[src/rtl/i2cbm_pkg.sv]
`default_nettype none

package i2cbm_pkg;

	localparam logic [2:0] FN_START = 3'd0;
	localparam logic [2:0] FN_STOP  = 3'd1;
	localparam logic [2:0] FN_WRITE = 3'd2;
	localparam logic [2:0] FN_READ  = 3'd3;
	localparam logic [2:0] FN_ACK   = 3'd4;
	localparam logic [2:0] FN_NACK  = 3'd5;
	localparam logic [2:0] FN_WAIT  = 3'd6;

	localparam logic REG_PHASE_CYCLES   = 1'b0;
	localparam logic REG_ACK_POLL_LIMIT = 1'b1;

	localparam logic [15:0] PHASE_CYCLES_RST   = 16'd1000;
	localparam logic [15:0] ACK_POLL_LIMIT_RST = 16'd256;

	typedef struct packed {
		logic        cmd_valid;
		logic [2:0]  func;
		logic [7:0]  tx_byte;
		logic        sda_in;
	} item_t;

	typedef struct packed {
		logic        scl_out;
		logic        sda_oe;
		logic        sda_out;
		logic        busy_res;
		logic        done_res;
		logic [7:0]  rx_byte;
		logic        ack_failed;
	} result_t;

	typedef struct packed {
		logic [15:0] phase_cycles;
		logic [15:0] ack_poll_limit;
	} cfg_t;

endpackage

`default_nettype wire

[src/rtl/i2cbm_req_if.sv]
`default_nettype none

interface i2cbm_req_if;
	logic        valid;
	logic        ready;
	logic        cmd_valid;
	logic [2:0]  func;
	logic [7:0]  tx_byte;
	logic        sda_in;

	modport source (output valid, cmd_valid, func, tx_byte, sda_in, input ready);
	modport sink (input valid, cmd_valid, func, tx_byte, sda_in, output ready);
endinterface

`default_nettype wire

[src/rtl/i2cbm_rsp_if.sv]
`default_nettype none

interface i2cbm_rsp_if;
	logic        valid;
	logic        ready;
	logic        scl_out;
	logic        sda_oe;
	logic        sda_out;
	logic        busy_res;
	logic        done_res;
	logic [7:0]  rx_byte;
	logic        ack_failed;

	modport source (output valid, scl_out, sda_oe, sda_out, busy_res, done_res, rx_byte,
		ack_failed, input ready);
	modport sink (input valid, scl_out, sda_oe, sda_out, busy_res, done_res, rx_byte,
		ack_failed, output ready);
endinterface

`default_nettype wire

[src/rtl/i2cbm_seq.sv]
`default_nettype none

module i2cbm_seq (
	input  wire logic              clk,
	input  wire logic              arst_n,
	input  wire logic              step,
	input  wire i2cbm_pkg::item_t  item,
	input  wire i2cbm_pkg::cfg_t   cfg,
	output i2cbm_pkg::result_t     result
);

	localparam logic [1:0] PH_0 = 2'd0;
	localparam logic [1:0] PH_1 = 2'd1;
	localparam logic [1:0] PH_2 = 2'd2;
	localparam logic [1:0] PH_3 = 2'd3;

	logic        active_q, active_d;
	logic [2:0]  cmd_q, cmd_d;
	logic [1:0]  ph_q, ph_d;
	logic [15:0] pc_q, pc_d;
	logic [3:0]  bc_q, bc_d;
	logic [7:0]  sr_q, sr_d;
	logic [15:0] poll_q, poll_d;
	logic        scl_q, scl_d;
	logic        oe_q, oe_d;
	logic        sda_q, sda_d;
	logic [7:0]  rx_q, rx_d;
	logic        ack_q, ack_d;
	logic        fin;
	logic        hold;
	logic        first;

	always_comb begin
		active_d = active_q;
		cmd_d    = cmd_q;
		ph_d     = ph_q;
		pc_d     = pc_q;
		bc_d     = bc_q;
		sr_d     = sr_q;
		poll_d   = poll_q;
		scl_d    = scl_q;
		oe_d     = oe_q;
		sda_d    = sda_q;
		rx_d     = rx_q;
		ack_d    = ack_q;
		fin      = 1'b0;
		hold     = 1'b0;

		// a new command is only taken while idle; func 7 is dropped
		if (!active_q && item.cmd_valid && item.func <= i2cbm_pkg::FN_WAIT) begin
			active_d = 1'b1;
			cmd_d    = item.func;
			ph_d     = PH_0;
			pc_d     = 16'd0;
			bc_d     = 4'd0;
			poll_d   = 16'd0;
			sr_d     = (item.func == i2cbm_pkg::FN_WRITE) ? item.tx_byte : 8'h00;
		end

		first = (pc_d == 16'd0);

		if (active_d) begin
			case (cmd_d)
				i2cbm_pkg::FN_START: begin
					if (ph_d >= PH_2) begin
						scl_d = 1'b0;
						fin   = 1'b1;
					end else if (first) begin
						if (ph_d == PH_0) begin
							oe_d  = 1'b1;
							sda_d = 1'b1;
							scl_d = 1'b1;
						end else begin
							sda_d = 1'b0;
						end
					end
				end
				i2cbm_pkg::FN_STOP: begin
					if (ph_d >= PH_2) begin
						fin = 1'b1;
					end else if (first) begin
						if (ph_d == PH_0) begin
							oe_d  = 1'b1;
							sda_d = 1'b0;
							scl_d = 1'b1;
						end else begin
							sda_d = 1'b1;
						end
					end
				end
				i2cbm_pkg::FN_ACK, i2cbm_pkg::FN_NACK: begin
					if (ph_d >= PH_2) begin
						scl_d = 1'b0;
						fin   = 1'b1;
					end else if (first) begin
						if (ph_d == PH_0) begin
							scl_d = 1'b0;
							oe_d  = 1'b1;
							sda_d = (cmd_d == i2cbm_pkg::FN_NACK);
						end else begin
							scl_d = 1'b1;
						end
					end
				end
				i2cbm_pkg::FN_WAIT: begin
					if (ph_d >= PH_2) begin
						// poll phase: no phase counting, one sample per cycle while step is high
						if (!item.sda_in) begin
							scl_d = 1'b0;
							ack_d = 1'b0;
							fin   = 1'b1;
						end else begin
							poll_d = poll_d + 16'd1;
							if (poll_d >= cfg.ack_poll_limit) begin
								ack_d = 1'b1;
								fin   = 1'b1;
							end
						end
						hold = !fin;
					end else if (first) begin
						if (ph_d == PH_0) begin
							sda_d = 1'b1;
						end else begin
							oe_d  = 1'b0;
							scl_d = 1'b1;
						end
					end
				end
				i2cbm_pkg::FN_WRITE: begin
					if (ph_d >= PH_3) begin
						fin = 1'b1;
					end else if (first) begin
						if (ph_d == PH_0) begin
							oe_d  = 1'b1;
							scl_d = 1'b0;
							sda_d = sr_d[7];
							sr_d  = {sr_d[6:0], 1'b0};
						end else if (ph_d == PH_1) begin
							scl_d = 1'b1;
						end else begin
							scl_d = 1'b0;
						end
					end
				end
				default: begin
					// read
					if (ph_d >= PH_3) begin
						rx_d = sr_d;
						fin  = 1'b1;
					end else if (first) begin
						if (ph_d == PH_0) begin
							oe_d  = 1'b0;
							scl_d = 1'b0;
						end else begin
							scl_d = 1'b1;
							sr_d  = {sr_d[6:0], item.sda_in};
						end
					end
				end
			endcase

			if (fin) begin
				active_d = 1'b0;
				pc_d     = 16'd0;
			end else if (!hold) begin
				pc_d = pc_d + 16'd1;
				if (pc_d >= cfg.phase_cycles) begin
					pc_d = 16'd0;
					if ((cmd_d == i2cbm_pkg::FN_WRITE && ph_d == PH_2) ||
					    (cmd_d == i2cbm_pkg::FN_READ && ph_d == PH_1)) begin
						bc_d = bc_d + 4'd1;
						ph_d = (bc_d < 4'd8) ? PH_0 : PH_3;
					end else begin
						ph_d = ph_d + 2'd1;
					end
				end
			end
		end
	end

	always_ff @(posedge clk or negedge arst_n) begin
		if (!arst_n) begin
			active_q <= 1'b0;
			cmd_q    <= i2cbm_pkg::FN_START;
			ph_q     <= PH_0;
			pc_q     <= 16'd0;
			bc_q     <= 4'd0;
			sr_q     <= 8'h00;
			poll_q   <= 16'd0;
			scl_q    <= 1'b1;
			oe_q     <= 1'b0;
			sda_q    <= 1'b1;
			rx_q     <= 8'h00;
			ack_q    <= 1'b0;
		end else if (step) begin
			active_q <= active_d;
			cmd_q    <= cmd_d;
			ph_q     <= ph_d;
			pc_q     <= pc_d;
			bc_q     <= bc_d;
			sr_q     <= sr_d;
			poll_q   <= poll_d;
			scl_q    <= scl_d;
			oe_q     <= oe_d;
			sda_q    <= sda_d;
			rx_q     <= rx_d;
			ack_q    <= ack_d;
		end
	end

	assign result.scl_out    = scl_d;
	assign result.sda_oe     = oe_d;
	assign result.sda_out    = sda_d;
	assign result.busy_res   = active_d;
	assign result.done_res   = fin;
	assign result.rx_byte    = rx_d;
	assign result.ack_failed = ack_d;

endmodule

`default_nettype wire

[src/rtl/i2c_bit_level_master_core.sv]
// I2C bit-level master. Every word on req is one clock tick of the bus
// sequencer: it carries the sampled SDA level and, optionally, a command
// (start, stop, write byte, read byte, ack, nack, wait for ack). Every word
// on rsp gives the pin levels, busy/done, the last read byte and the ack
// failure flag after that tick. Exactly one rsp word per req word, in order.
// A command is taken only while the sequencer is idle; others are ignored.
// Each bus phase lasts phase_cycles words (one if it is 0); wait-for-ack
// polls SDA once per word, up to ack_poll_limit times. A word accepted into
// the input register has its result registered in the output register.
// Throughput: one word per cycle while rsp is not stalled; the state update
// is a single registered pass of the sequencer logic. A stalled rsp holds
// its word while one more req word waits in the input register; req.ready
// drops only when both are full. Reset puts SCL high, SDA released, the
// sequencer idle, rx_byte and ack_failed to 0, phase_cycles to 1000 and
// ack_poll_limit to 256. Configuration is written through
// cfg_we/cfg_index/cfg_data; only while idle, which the user must ensure.
`default_nettype none

module i2c_bit_level_master_core (
	input  wire logic        clk,
	input  wire logic        arst_n,
	input  wire logic        cfg_we,
	input  wire logic        cfg_index,
	input  wire logic [15:0] cfg_data,
	i2cbm_req_if.sink        req,
	i2cbm_rsp_if.source      rsp
);

	i2cbm_pkg::cfg_t    cfg_q;
	i2cbm_pkg::item_t   item_s1;
	logic               valid_s1;
	i2cbm_pkg::result_t res_s2;
	logic               valid_s2;
	i2cbm_pkg::result_t res_next;
	logic               step;

	assign step      = valid_s1 && (!valid_s2 || rsp.ready);
	assign req.ready = !valid_s1 || step;

	always_ff @(posedge clk or negedge arst_n) begin
		if (!arst_n) begin
			cfg_q.phase_cycles   <= i2cbm_pkg::PHASE_CYCLES_RST;
			cfg_q.ack_poll_limit <= i2cbm_pkg::ACK_POLL_LIMIT_RST;
		end else if (cfg_we) begin
			unique case (cfg_index)
				i2cbm_pkg::REG_PHASE_CYCLES:   cfg_q.phase_cycles   <= cfg_data;
				i2cbm_pkg::REG_ACK_POLL_LIMIT: cfg_q.ack_poll_limit <= cfg_data;
				default: ;
			endcase
		end
	end

	always_ff @(posedge clk or negedge arst_n) begin
		if (!arst_n) begin
			valid_s1 <= 1'b0;
			valid_s2 <= 1'b0;
		end else begin
			if (req.ready)
				valid_s1 <= req.valid;
			if (step)
				valid_s2 <= 1'b1;
			else if (rsp.ready)
				valid_s2 <= 1'b0;
		end
	end

	always_ff @(posedge clk) begin
		if (req.valid && req.ready) begin
			item_s1.cmd_valid <= req.cmd_valid;
			item_s1.func      <= req.func;
			item_s1.tx_byte   <= req.tx_byte;
			item_s1.sda_in    <= req.sda_in;
		end
		if (step)
			res_s2 <= res_next;
	end

	i2cbm_seq u_seq (
		.clk    (clk),
		.arst_n (arst_n),
		.step   (step),
		.item   (item_s1),
		.cfg    (cfg_q),
		.result (res_next)
	);

	assign rsp.valid      = valid_s2;
	assign rsp.scl_out    = res_s2.scl_out;
	assign rsp.sda_oe     = res_s2.sda_oe;
	assign rsp.sda_out    = res_s2.sda_out;
	assign rsp.busy_res   = res_s2.busy_res;
	assign rsp.done_res   = res_s2.done_res;
	assign rsp.rx_byte    = res_s2.rx_byte;
	assign rsp.ack_failed = res_s2.ack_failed;

endmodule

`default_nettype wire

[src/flat_wrapper.sv]
// flat-port wrapper written by rule: the top's interface ports become plain ports
module i2c_bit_level_master_core_flat 
  (clk, arst_n, cfg_we, cfg_index, cfg_data, req_valid, req_cmd_valid, req_func, req_tx_byte, req_sda_in, req_ready, rsp_valid, rsp_scl_out, rsp_sda_oe, rsp_sda_out, rsp_busy_res, rsp_done_res, rsp_rx_byte, rsp_ack_failed, rsp_ready);
  i2cbm_req_if req_i ();
  i2cbm_rsp_if rsp_i ();
  input  wire logic clk;
  input  wire logic arst_n;
  input  wire logic cfg_we;
  input  wire logic cfg_index;
  input  wire logic [15:0] cfg_data;
  input wire logic [$bits(req_i.valid)-1:0] req_valid;
  input wire logic [$bits(req_i.cmd_valid)-1:0] req_cmd_valid;
  input wire logic [$bits(req_i.func)-1:0] req_func;
  input wire logic [$bits(req_i.tx_byte)-1:0] req_tx_byte;
  input wire logic [$bits(req_i.sda_in)-1:0] req_sda_in;
  output wire logic [$bits(req_i.ready)-1:0] req_ready;
  output wire logic [$bits(rsp_i.valid)-1:0] rsp_valid;
  output wire logic [$bits(rsp_i.scl_out)-1:0] rsp_scl_out;
  output wire logic [$bits(rsp_i.sda_oe)-1:0] rsp_sda_oe;
  output wire logic [$bits(rsp_i.sda_out)-1:0] rsp_sda_out;
  output wire logic [$bits(rsp_i.busy_res)-1:0] rsp_busy_res;
  output wire logic [$bits(rsp_i.done_res)-1:0] rsp_done_res;
  output wire logic [$bits(rsp_i.rx_byte)-1:0] rsp_rx_byte;
  output wire logic [$bits(rsp_i.ack_failed)-1:0] rsp_ack_failed;
  input wire logic [$bits(rsp_i.ready)-1:0] rsp_ready;
  assign req_i.valid = req_valid;
  assign req_i.cmd_valid = req_cmd_valid;
  assign req_i.func = req_func;
  assign req_i.tx_byte = req_tx_byte;
  assign req_i.sda_in = req_sda_in;
  assign req_ready = req_i.ready;
  assign rsp_valid = rsp_i.valid;
  assign rsp_scl_out = rsp_i.scl_out;
  assign rsp_sda_oe = rsp_i.sda_oe;
  assign rsp_sda_out = rsp_i.sda_out;
  assign rsp_busy_res = rsp_i.busy_res;
  assign rsp_done_res = rsp_i.done_res;
  assign rsp_rx_byte = rsp_i.rx_byte;
  assign rsp_ack_failed = rsp_i.ack_failed;
  assign rsp_i.ready = rsp_ready;
  i2c_bit_level_master_core u_core (.clk(clk), .arst_n(arst_n), .cfg_we(cfg_we), .cfg_index(cfg_index), .cfg_data(cfg_data), .req(req_i), .rsp(rsp_i));
endmodule
[config.mk]
export PLATFORM = sky130hd
export DESIGN_NAME = i2c_bit_level_master_core_flat
export DESIGN_NICKNAME = d
export VERILOG_FILES = /design/src/rtl/i2cbm_pkg.sv /design/src/rtl/i2cbm_req_if.sv /design/src/rtl/i2cbm_rsp_if.sv /design/src/rtl/i2cbm_seq.sv /design/src/rtl/i2c_bit_level_master_core.sv /design/src/flat_wrapper.sv
export SDC_FILE = /design/constraint.sdc
export NUM_CORES = 1
export LEC_CHECK = 0
export ABC_AREA = 1
export ABC_CLOCK_PERIOD_IN_PS = 5500
export BUFFER_PORTS_ARGS = -buffer_cell sky130_fd_sc_hd__buf_2
export CELL_PAD_IN_SITES_DETAIL_PLACEMENT = 1
export CELL_PAD_IN_SITES_GLOBAL_PLACEMENT = 2
export CORE_ASPECT_RATIO = 0.8
export CORE_UTILIZATION = 38
export CTS_BUF_LIST = sky130_fd_sc_hd__clkbuf_4
export DETAILED_ROUTE_END_ITERATION = 8
export PLACE_DENSITY = 0.89
export SYNTH_ARGS = -nofsm -noshare
export SYNTH_HDL_FRONTEND = slang
export SYNTH_SLANG_ARGS = --single-unit
[constraint.sdc]
create_clock -name clk -period 5.5 [get_ports clk]
set_input_delay 1.1 -clock clk [delete_from_list [all_inputs] [get_ports clk]]
set_output_delay 1.1 -clock clk [all_outputs]
set_load 0.02 [all_outputs]
# Word-level counts from Yosys, hierarchy flattened
# Cells that the tools add are included.
# totals
input_bits,35
wordCells,176
reg_bits,123
# classes
add_sub_neg,4
n_eq_ne,9
n_mux,106
n_lt_le_gt_ge,6
bitwise,1
reduce_logical,23
# op_table
cell,n
$mux W16,10
$mux W8,12
$mux W1,65
$add A16 B1 Y16 const B,2
$ge A16 B16 Y1,2
$mux W4,6
$logic_not A16 Y1,1
$pmux W8 S2,1
$mux W2,7
$pmux W1 S5,2
$eq A3 B2 Y1 const B,3
$eq A3 B3 Y1 const B,3
$logic_and A1 B1 Y1,6
$reduce_or A6 Y1,1
$reduce_or A5 Y1,1
$add A4 B1 Y4 const B,1
$ge A2 B2 Y1 const B,2
$logic_not A1 Y1,4
$lt A4 B4 Y1 const B,1
$reduce_and A2 Y1,2
$reduce_or A4 Y1,1
$eq A3 B1 Y1 const B,1
$le A3 B3 Y1 const B,1
$logic_not A3 Y1,1
11 further kinds,13

# Logic depth before layout (Yosys ltp)
# logic_depth
ltp_word,18
ltp_mapped,32
mapped_depth_nobuf,29

# Modules after synthesis
# Synthesis repeated with hierarchy kept, for this count alone.
# unflattened
cells_unflattened,1049
area_unflattened_um2,8160.3
# modules_own_cells
module,cells_each,instances,area_per_inst_um2
i2cbm_seq,870,1,5930.7
i2c_bit_level_master_core,179,1,2229.6

# Worst setup path after synthesis
# OpenSTA, ideal clock, no wires.
# synth_timing
path_type,register to register
from,register u_core.item_s1[9] (netlist name)
to,register u_core.u_seq.pc_q[1]
n_path_buf,4
t_required_ns,5.371
arrival_ns,3.656
slack_ns,1.716
stages_incl_launch_ff,28
cell_sequence,edfxtp_1 -> nand3_2 -> nand2_4 -> buf_8 -> inv_6 -> buf_6 -> buf_6 -> nor2_1 -> ha_1 -> nand4_1 -> nor2_4 -> nand3_2 -> inv_2 -> nand3_1 -> xnor2_1 -> ha_1 -> nand2_1 -> inv_1 -> nand3_1 -> nor3_1 -> nand2_1 -> nand4_1 -> nand2_2 -> nand2_2 -> nor2_4 -> nand2_2 -> buf_2 -> o22ai_1
# synth_via
elab_chain_len,17
word_cells_on_any_way,37
classes_between,add/sub: 2; order compare: 5; eq/ne: 4; mux: 22; reduce/logical: 4
# synth_lines
element,line,rtl
"start, declared",i2c_bit_level_master_core.sv:30,i2cbm_pkg::item_t item_s1;
$le A3 B3 Y1,i2cbm_seq.sv:50,if (!active_q && item.cmd_valid && item.func <= i2cbm_pkg::FN_WAIT) begin
$logic_and A1 B1 Y1,i2cbm_seq.sv:50,
$mux W16,i2cbm_seq.sv:50,
$add A16 B1 Y16,i2cbm_seq.sv:113,poll_d = poll_d + 16'd1;
$ge A16 B16 Y1,i2cbm_seq.sv:114,if (poll_d >= cfg.ack_poll_limit) begin
$mux W1,i2cbm_seq.sv:114,
$mux W1,i2cbm_seq.sv:108,if (!item.sda_in) begin
$mux W1,i2cbm_seq.sv:106,if (ph_d >= PH_2) begin
$mux W1,i2cbm_seq.sv:63,case (cmd_d)
$mux W1,i2cbm_seq.sv:62,if (active_d) begin
$logic_not A1 Y1,i2cbm_seq.sv:119,hold = !fin;
$mux W1,i2cbm_seq.sv:106,
$mux W1,i2cbm_seq.sv:63,
$mux W1,i2cbm_seq.sv:62,
$mux W16,i2cbm_seq.sv:165,end else if (!hold) begin
$mux W16,i2cbm_seq.sv:162,if (fin) begin
$mux W16 *,i2cbm_seq.sv:62,
"end signal, assigned",i2cbm_seq.sv:199,pc_q <= pc_d;
"end, declared",i2cbm_seq.sv:20,"logic [15:0] pc_q, pc_d;"
# Every way passes the cells marked *; elsewhere a longest branch is shown, timed or not. The select of a mux whose other input is x is not followed.
# A chain may end at the register's enable or synchronous reset.

# Final worst setup path
# layout_timing
from,register u_core.item_s1[10] (netlist name)
to,register u_core.u_seq.pc_q[12]
# Same word-level chain as after synthesis.

==> impl_metrics.ini <==
[cts]
ctsResizeCount = 0
cts_root_buffer = clkbuf_4
postCtsHoldBufs = 0
clockBufferDepth = 2
htree_num_levels = 4
cts_tree = done
path_clk_slew_ns = 0.13
cts_made_buffers = 17
cts_setup_buffers = 0
clock_sinks = 123
clk_latency_ns = 0.56

[placement]
placed_area_um2 = 8573
globalplace.congestion = 0.8464
dp_hpwl_um = 18040
placed_cells = 1351
numPortBuffers = 50

[critical_path]
reg2reg_slack_ns = 0.94
path_cells = nand3_2 > nand2_4 > inv_6 > nor2_1 > ha_1 > nand4_1 > nor2_4 > nand3_2 > nor3_2 > nand4_1 > nand2_1 > inv_1 > ha_1 > nand2_1 > nor3_1 > nand2_1 > nand4_1 > nand2_2 > nand2_2 > nor2_4 > nand2_2 > inv_1 > nand2_1 > o21ai_0
r2r_end = u_core.u_seq.pc_q[12]$_DFFE_PN0P_
crit_required_ns = 5.95
critPathLaunchType = flop
crit_path_max_incr_delay_ns = 0.43
cp_top_family = simple AND/OR/NAND/NOR gates
crit_path_max_fanout = 31
critPathCaptureType = flop
path_common_cell = nand2_1
ff2ff_path_depth = 24
slowest_stage = edfxtp_1
timing.rr.start = u_core.item_s1[10]$_DFFE_PP_
arrival_ns = 5.01
criticalPathCategory = flop to flop
timing.critical_path.buf_inv = 3

[yosys]
ys_warn_count = 0
ys_seq_area_frac = 0.3982
post_synth_instance_area_um2 = 8098
synth-async-reset-ratio = 0.7805
synth_cell_type_count = 49
syn_avg_cell_area_um2 = 7.690
synth-edff-count = 27
synthCells = 1053
ys_ff_latch = 123
ys.flop_type = dfrtp_1
syn-num-nets = 1128

[layout]
fillCellCount = 2647
layout-drive-gt1-share = 0.1571
fin_area_um2 = 8896
layout_commonest_cell = nand2_1
fin_cells = 1384
layout_common_cells = 277 x nand2_1, 142 x inv_1, 88 x nor2_1
regArea_um2 = 3224
multi_input_area_um2 = 4131
area_delta_synth_final_pct = 9.858
fin_nets = 1176

[timing]
fmax_mhz = 219.1
rsz0062_at_grt = false
min_period_ns = 4.563
timing.final.crit_share = 0.8297
maxSlewHeadroom = 0.3434
hold_viol_final = 0
skew_ns = 0.01927
setup_viol = 0
worstMarginPinSlew_ns = 0.9812
fin_tns_setup_ns = 0
slew_violations = 0

[floorplanning]
dieWidth_um = 165.2
die_h_um = 132.6
core_um2 = 20760
start_util = 0.3901
ios = 51
dieArea_um2 = 21900
fp-row-count = 47

[drt]
firstDrtPassIters = 5
routed_via_density = 5.101
drt_wl_total_um = 23720
post_drt_wl_per_cell_um = 17.14
final_antenna_net_count = 0
drc = 0
first_iter_violations = 542
vias = 7060

[power_and_ir_drop]
power_density_nw_per_um2 = 454.5
power_uw = 4043
leakagePower_uw = 0.004328
peakVddDrop_v = 0.0001985

[global_route]
grt-ovfl-total = 0
grt_pass1_wl_um = 39250
antenna_found_initial = 1
grt_max_degree = 54
grt_usage = 0.2329
grt_pass1_vias = 7261

[run]
drv_cap = 0

[min_path]
min_path_type = flop to flop
min_from = u_core.cfg_q[20]$_DFFE_PN0P_
hold_depth = 2
worstHoldEndpoint = u_core.cfg_q[20]$_DFFE_PN0P_

[status]
status = finished, final reports clean
-- tightest hold or removal path, stage by stage (launching register included) --
cell and delay (ns):
dfrtp_1 0.36, nand2_1 0.05, o21ai_0 0.05
-- routing by layer --
layer,vias up,wire length (um),global-route usage
met5,-,0,0
met4,0,219,0.05046
met3,14,832,0.04107
met2,110,10550,0.3524
met1,3432,12120,0.3440
li1,3504,-,-
-- synthesized netlist by cell type, drive strengths merged, types with 4 or more instances --
| cell type | n | area [um^2] |
|---|---|---|
| a21oi | 57 | 300.3 |
| a22oi | 11 | 82.58 |
| a31oi | 4 | 25.02 |
| buf | 16 | 117.6 |
| clkbuf | 11 | 41.29 |
| dfrtp | 87 | 2177 |
| dfstp | 9 | 236.5 |
| edfxtp | 27 | 810.8 |
| ha | 40 | 500.5 |
| inv | 154 | 583.1 |
| nand2 | 293 | 1160 |
| nand3 | 50 | 310.3 |
| nand4 | 13 | 81.33 |
| nor2 | 113 | 574.3 |
| nor3 | 16 | 101.4 |
| o21ai | 88 | 481.7 |
| o22ai | 18 | 112.6 |
| xnor2 | 13 | 121.4 |
| xor2 | 20 | 182.7 |
-- report_power, final --
group | switching [uW] | internal, uW
combinational | 1380 | 589
clock | 400 | 331
sequential | 159 | 1190
-- how the worst max path moves through the flow --
| stage | start | end | cells after the start |
|---|---|---|---|
| after floorplan | u_core.item_s1[9]$_DFFE_PP_ | u_core.u_seq.pc_q[1]$_DFFE_PN0P_ | 27 |
| after detailed placement | u_core.item_s1[9]$_DFFE_PP_ | u_core.u_seq.pc_q[12]$_DFFE_PN0P_ | 24 |
| final | u_core.item_s1[10]$_DFFE_PP_ | u_core.u_seq.pc_q[12]$_DFFE_PN0P_ | 24 |
| after global placement | u_core.item_s1[9]$_DFFE_PP_ | u_core.u_seq.pc_q[12]$_DFFE_PN0P_ | 25 |
| after global routing | u_core.item_s1[9]$_DFFE_PP_ | u_core.u_seq.pc_q[12]$_DFFE_PN0P_ | 24 |
| after CTS | u_core.item_s1[10]$_DFFE_PP_ | u_core.u_seq.pc_q[12]$_DFFE_PN0P_ | 24 |
-- cell families after synthesis --
logic type,share of synthesized area
simple gates,0.2769
compound gates,0.1340
buf+inv,0.09163
flops,0.3982
fa+ha+maj,0.06180
xor+xnor,0.03755
-- final cells by class --
cell class / count / area share
multi-input cells: 749 / 0.4644
flip-flops and latches: 123 / 0.3624
inverters: 154 / 0.06554
well taps: 269 / 0.03783
repair buffers: 56 / 0.03347
clock inverters: 14 / 0.02082
clock buffers: 18 / 0.01519
diodes: 1 / 0.0002813
-- per-stage QoR --
| stage | util | hold WS [ns] | setup slack (ns) |
|---|---|---|---|
| after global placement | 0.4130 | 0.4623 | 1.205 |
| after global routing | 0.4285 | 0.5228 | 0.5776 |
| after detailed placement | 0.4130 | 0.4686 | 0.9573 |
| after floorplan | - | 0.4492 | 1.716 |
| final | 0.4285 | 0.4947 | 0.9368 |
| after CTS | 0.4284 | 0.5015 | 0.9589 |
-- flip-flops by register name, summed over array words and instances, names as in the netlist, 4 cells and up --
signal and cells:
u_core.cfg_q 32, u_core.item_s1 13, u_core.rsp.rx_byte 8, u_core.u_seq.bc_q 4, u_core.u_seq.pc_q 16, u_core.u_seq.poll_q 16, u_core.u_seq.rx_q 8, u_core.u_seq.sr_q 8
(Power assumes the default switching activity.)
